--- src/hw/rtl/dtrt_pkg.sv ---
package dtrt_pkg;

  // Default grid and table limits
  localparam int DefMaxTilesX = 16;
  localparam int DefMaxTilesY = 8;
  localparam int DefMaxRects  = 64;

  // Divider geometry: 17-bit dividend covers the ceiling sums
  localparam int DivN  = 17;
  localparam int DivCw = 5;

  // Operation codes
  localparam logic [1:0] OP_MARK  = 2'd0;
  localparam logic [1:0] OP_TAKE  = 2'd1;
  localparam logic [1:0] OP_CLEAR = 2'd2;

  // Configuration register indexes
  localparam logic [1:0] REG_FRAME_W = 2'd0;
  localparam logic [1:0] REG_FRAME_H = 2'd1;
  localparam logic [1:0] REG_TILE_W  = 2'd2;
  localparam logic [1:0] REG_TILE_H  = 2'd3;

  // Division selects, in sequencing order
  localparam logic [2:0] DIV_TA  = 3'd0;
  localparam logic [2:0] DIV_TD  = 3'd1;
  localparam logic [2:0] DIV_TX0 = 3'd2;
  localparam logic [2:0] DIV_TY0 = 3'd3;
  localparam logic [2:0] DIV_TX1 = 3'd4;
  localparam logic [2:0] DIV_TY1 = 3'd5;

  typedef struct packed {
    logic       in_load;
    logic       div_start;
    logic [2:0] div_sel;
    logic       grid_off;
    logic       walk_step;
    logic       wipe;
    logic       scan_init;
    logic       tx_inc;
    logic       run_begin;
    logic       row_end;
    logic       pi_inc;
    logic       apply;
    logic       emit_rd;
    logic       emit_next;
    logic       load_single;
    logic       load_rect;
    logic       acc;
  } dtrt_cmd_t;

  typedef struct packed {
    logic       div_done;
    logic       stale;
    logic       cfg_zero;
    logic       grid_on;
    logic       mark_rej;
    logic       total_zero;
    logic       walk_last;
    logic       row_end;
    logic       tile_dirty;
    logic       last_row;
    logic       seek_more;
    logic       nrects_zero;
    logic       emit_last;
    logic       out_free;
    logic [1:0] op;
  } dtrt_sts_t;

endpackage

--- src/hw/rtl/dtrt_ctrl.sv ---
module dtrt_ctrl
  import dtrt_pkg::*;
(
  input  logic      clk_i,
  input  logic      rst_ni,
  input  logic      in_valid_i,
  output logic      in_ready_o,
  input  dtrt_sts_t sts_i,
  output dtrt_cmd_t cmd_o
);

  localparam logic [3:0] S_IDLE     = 4'd0;
  localparam logic [3:0] S_PREP     = 4'd1;
  localparam logic [3:0] S_DIV_GO   = 4'd2;
  localparam logic [3:0] S_DIV_WAIT = 4'd3;
  localparam logic [3:0] S_DISPATCH = 4'd4;
  localparam logic [3:0] S_WALK     = 4'd5;
  localparam logic [3:0] S_SCAN     = 4'd6;
  localparam logic [3:0] S_RUN      = 4'd7;
  localparam logic [3:0] S_SEEK     = 4'd8;
  localparam logic [3:0] S_APPLY    = 4'd9;
  localparam logic [3:0] S_EMIT_CHK = 4'd10;
  localparam logic [3:0] S_EMIT_RD  = 4'd11;
  localparam logic [3:0] S_EMIT_LD  = 4'd12;
  localparam logic [3:0] S_RESP     = 4'd13;

  logic [3:0] state_q, state_d;
  logic [2:0] sel_q, sel_d;
  logic       acc_q, acc_d;

  always_ff @(posedge clk_i or negedge rst_ni) begin
    if (!rst_ni) begin
      state_q <= S_IDLE;
      sel_q   <= DIV_TA;
      acc_q   <= 1'b0;
    end else begin
      state_q <= state_d;
      sel_q   <= sel_d;
      acc_q   <= acc_d;
    end
  end

  assign in_ready_o = state_q == S_IDLE;

  // Sequence one transaction
  always_comb begin
    state_d = state_q;
    sel_d   = sel_q;
    acc_d   = acc_q;
    cmd_o   = '0;
    cmd_o.div_sel = sel_q;
    cmd_o.acc     = acc_q;
    case (state_q)
      S_IDLE: begin
        if (in_valid_i) begin
          cmd_o.in_load = 1'b1;
          state_d = S_PREP;
        end
      end
      S_PREP: begin
        if (!sts_i.stale) begin
          state_d = S_DISPATCH;
        end else if (sts_i.cfg_zero) begin
          cmd_o.grid_off = 1'b1;
          state_d = S_DISPATCH;
        end else begin
          sel_d   = DIV_TA;
          state_d = S_DIV_GO;
        end
      end
      S_DIV_GO: begin
        cmd_o.div_start = 1'b1;
        state_d = S_DIV_WAIT;
      end
      S_DIV_WAIT: begin
        if (sts_i.div_done) begin
          if (sel_q == DIV_TD) begin
            state_d = S_DISPATCH;
          end else if (sel_q == DIV_TY1) begin
            state_d = S_WALK;
          end else begin
            sel_d   = sel_q + 3'd1;
            state_d = S_DIV_GO;
          end
        end
      end
      S_DISPATCH: begin
        case (sts_i.op)
          OP_MARK: begin
            if (sts_i.mark_rej) begin
              acc_d   = 1'b0;
              state_d = S_RESP;
            end else begin
              sel_d   = DIV_TX0;
              state_d = S_DIV_GO;
            end
          end
          OP_TAKE: begin
            if (!sts_i.grid_on || sts_i.total_zero) begin
              acc_d   = sts_i.grid_on;
              state_d = S_RESP;
            end else begin
              cmd_o.scan_init = 1'b1;
              state_d = S_SCAN;
            end
          end
          OP_CLEAR: begin
            cmd_o.wipe = 1'b1;
            acc_d   = sts_i.grid_on;
            state_d = S_RESP;
          end
          default: begin
            acc_d   = 1'b0;
            state_d = S_RESP;
          end
        endcase
      end
      S_WALK: begin
        cmd_o.walk_step = 1'b1;
        if (sts_i.walk_last) begin
          acc_d   = 1'b1;
          state_d = S_RESP;
        end
      end
      S_SCAN: begin
        if (sts_i.row_end) begin
          cmd_o.row_end = 1'b1;
          if (sts_i.last_row) state_d = S_EMIT_CHK;
        end else if (sts_i.tile_dirty) begin
          cmd_o.run_begin = 1'b1;
          state_d = S_RUN;
        end else begin
          cmd_o.tx_inc = 1'b1;
        end
      end
      S_RUN: begin
        if (sts_i.tile_dirty) cmd_o.tx_inc = 1'b1;
        else state_d = S_SEEK;
      end
      S_SEEK: begin
        if (sts_i.seek_more) cmd_o.pi_inc = 1'b1;
        else state_d = S_APPLY;
      end
      S_APPLY: begin
        cmd_o.apply = 1'b1;
        state_d = S_SCAN;
      end
      S_EMIT_CHK: begin
        if (sts_i.nrects_zero) begin
          acc_d   = 1'b1;
          state_d = S_RESP;
        end else begin
          state_d = S_EMIT_RD;
        end
      end
      S_EMIT_RD: begin
        cmd_o.emit_rd = 1'b1;
        state_d = S_EMIT_LD;
      end
      S_EMIT_LD: begin
        if (sts_i.out_free) begin
          cmd_o.load_rect = 1'b1;
          if (sts_i.emit_last) begin
            state_d = S_IDLE;
          end else begin
            cmd_o.emit_next = 1'b1;
            state_d = S_EMIT_RD;
          end
        end
      end
      S_RESP: begin
        if (sts_i.out_free) begin
          cmd_o.load_single = 1'b1;
          state_d = S_IDLE;
        end
      end
      default: state_d = S_IDLE;
    endcase
  end

endmodule

--- config.mk ---
export PLATFORM = sky130hd
export DESIGN_NAME = dtrt_ctrl
export DESIGN_NICKNAME = d
export VERILOG_FILES = /design/src/hw/rtl/dtrt_pkg.sv /design/src/hw/rtl/dtrt_ctrl.sv
export SDC_FILE = /design/constraint.sdc
export NUM_CORES = 1
export LEC_CHECK = 0
export BUFFER_PORTS_ARGS = -buffer_cell sky130_fd_sc_hd__buf_4
export CORE_MARGIN = 3
export CORE_UTILIZATION = 49
export DETAILED_ROUTE_END_ITERATION = 8
export PLACE_DENSITY = 0.8
export SETUP_SLACK_MARGIN = 0.05
export SYNTH_ARGS = -nofsm -noshare
export SYNTH_HDL_FRONTEND = slang
export SYNTH_SLANG_ARGS = --single-unit
--- constraint.sdc ---
create_clock -name clk_i -period 2.19 [get_ports clk_i]
set_input_delay 0.219 -clock clk_i [delete_from_list [all_inputs] [get_ports clk_i]]
set_output_delay 0.219 -clock clk_i [all_outputs]
set_load 0.1 [all_outputs]
==> reports/results.txt <==
Fmax - 0.500 GHz
Syn avg cell area - 7.87 µm²
Cells after synthesis - 130
Synth async-reset ratio - 100%
Post-Synth XOR/XNOR Area - 0%
Starting DRT DRC Count - 28
Worst-Margin Slew - 0.381 ns
Setup crit start kind - register
Final ANT Viol Nets - 0
Reg area - 203 µm²
Placer Congestion - 0.868
Global-route wire length before repair - 4740 µm
Primary FF master, synth - dfrtp_1
Final Cycle Share - 91.2%
R2r startpoint - state_q[1]
Placed cell areas - 1370 µm²
Die Span X - 51.7 µm
Max IR drop VDD - 1.18 mV
Endpoint arrival time on the critical path - 1.78 ns
Die H - 51.7 µm
Crit path top cell by count - buf_4
Htree depth - 1
Die area - 2670 µm²
Initial Util - 55.6%
Antenna diodes - 0
CP max stage delay - 0.51 ns
Worst setup path startpoint - state_q[1]
FP Rows - 15
Number of post-CTS setup repair buffers - 0
Compound-gate portion of the synthesized area - 21.5%
Clock Latency Late Sink - 0.25 ns
Critical path peak fanout - 12
DRC viols - 0
Post-Synthesis Cell Area - 1020 µm²
Fill cell count - 150
Multiplexer share of the synthesized area - 2.08%
1st-pass router iterations - 4
Dpl cells - 189
Final hold vios - 0
Post-layout minimum cycle time - 2.00 ns
Run status - finished, final reports clean
Clock tree buffer depth - 2
Ratio of cells with drive above 1 in the final layout - 41.7%
TritonCTS clock tree - done
NumNets Final - 194
Worst path cell trace - buf_4 > nor2b_1 > and2_1 > buf_4
Simple logic cell fraction of the synthesized area - 41.4%
Register area share after synthesis - 19.6%
PortBufs - 38
Area of the core - 1840 µm²
WHS - 0.320 ns
Seq cells post-synth - 8
Cell Count, Final, Fillers Out - 193
Met2 GRT Util - 39.6%
Met1 Resource Use GR - 30.3%
P per Cell Area - 1430 nW/µm²
CP Data Required Time - 1.97 ns
Final setup viols - 0
CTS root buf - clkbuf_4
Busiest grt layer - met2
Area delta synth->final - 38.5%
Min-delay worst type - primary input to async pin
Max cap viols - 0
RSZ-0062 raised after global routing - false
Via density - 5.76
Relative slew margins - 74.6%
Net Count, Synth - 154
Detail-routed net length per standard cell - 14.7 µm
Via Count - 1111
Critical path class - register to output port
Commonest non-fill, non-tap cells in the layout - buf_4, inv_1, o21ai_1
Number of synthesized flops with an enable pin - 0
Final instance area - 1420 µm²
Slew Viols, Final - 0
Total Wirelength - 2850 µm
CP max-delay cell - dfrtp_1
Initial antenna violation count - 0
Most common cell after layout, fill and taps aside - buf_4
Critical path endpoint category - output port
Pleak - 0.635 nW
Post-synthesis adder-cell area fraction - 6.11%
Worst Skew - 0.00191 ns
Multi-input logic area - 795 µm²
GRT Residual Overflow - 0
Global Route met3 Usage - 1.43%
Worst-path clk slew - 0.05 ns
Largest net degree at the start of global routing - 20
Yosys cell types - 46
Clock Sinks - 8
Vias in the first global route - 1063
Total of warnings raised by yosys - 0
Total GRT Usage - 23.2%
Largest family of logic cells by synthesized area - simple AND/OR/NAND/NOR gates
Post-detail-place hpwl - 2350 µm
TritonCTS buffer count - 3
Top Ports - 39
[cells in the mapped netlist, drive strengths merged (2+ instances only)]
library cell | number | area share [%]
nor2 | 8 | 2.9
a211oi | 2 | 2.0
and2 | 3 | 1.8
nand2 | 7 | 2.6
nor3 | 5 | 2.4
nand3b | 2 | 1.5
o21ai | 14 | 6.8
nand3 | 5 | 3.7
a22oi | 2 | 1.5
and2b | 2 | 1.7
nor3b | 4 | 3.4
buf | 8 | 5.3
inv | 11 | 4.0
nand2b | 6 | 3.9
ha | 5 | 6.1
a31oi | 2 | 1.2
o22ai | 2 | 1.2
nor2b | 7 | 5.0
and3b | 2 | 1.7
and3 | 4 | 2.6
nor4 | 2 | 1.8
a21oi | 7 | 3.4
dfrtp | 8 | 20
[worst max-delay path: cells and delay by family (launching register included)]
family | cells | cell delay, ns
buf+inv | 2 | 0.53
flops | 1 | 0.51
simple gates | 2 | 0.48
[power by group]
group / leakage, nW / switching [mW] / internal (mW)
registers: 0.101 / 0.155 / 0.210
logic: 0.520 / 1.06 / 0.498
clock network: 0.0138 / 0.0488 / 0.0626
[sequential cells by signal (all words and copies together), names as in the netlist]
signal and cells:
state_q 4, acc_q 1, sel_q 3
[through the flow]
| stage | TNS, ns | setup WS [ns] | power [mW] | util (%) |
|---|---|---|---|---|
| after floorplan | -0.546 | -0.266 | 1.60 | - |
| final | 0 | 0.192 | 2.03 | 77.1 |
| after CTS | 0 | 0.0831 | 2.01 | 76.5 |
| after detailed placement | 0 | 0.306 | 1.88 | 74.7 |
| after global placement | 0 | 0.349 | 1.86 | 74.7 |
| after global routing | 0 | 0.0568 | 2.17 | 77.1 |
[metal layers]
layer / wire length, µm / share of wire [%] / up-vias
met2: 1470 / 52 / 36
met1: 1180 / 41 / 527
met4: 29 / 1.0 / 0
met3: 168 / 5.9 / 4
li1: - / - / 544
met5: 0 / 0 / -
[cell families (layout without fill, tap and decap cells)]
logic type | Yosys count | after routing
and+or+nand+nor | 63 | 63
AOI/OAI and AO/OA | 33 | 33
buffers and inverters | 19 | 57
DFF | 8 | 8
adders and majority gates | 5 | 5
muxes | 2 | 2
[worst paths after layout]
check,to,slack [ns],cells after the start
worst max register to register,sel_q[2],0.39,6
min in group clk_i,acc_q,0.34,3
worst min register to register,acc_q,0.49,1
max in group asynchronous,state_q[3],1.73,2
worst min-delay path,sel_q[0],0.32,2
worst max-delay path,cmd_o[17],0.19,4
[final cells by class]
cell class,instances,share of cell area (%)
well taps,25,2.21
flip-flops and latches,8,14.3
inverters,11,2.91
clock buffers,3,1.59
repair buffers,43,22.9
multi-input cells,103,56.0
[what timing repair did]
item / 4_1_cts / 5_1_grt
pin swaps: 0 / 0
resized for setup: 1 / 2
hold endpoints to repair: 8 / 0
hold buffers: 1 / 0
endpoints found under the setup margin: 1 / 5
No activity file was read; power rests on OpenSTA's default activity.
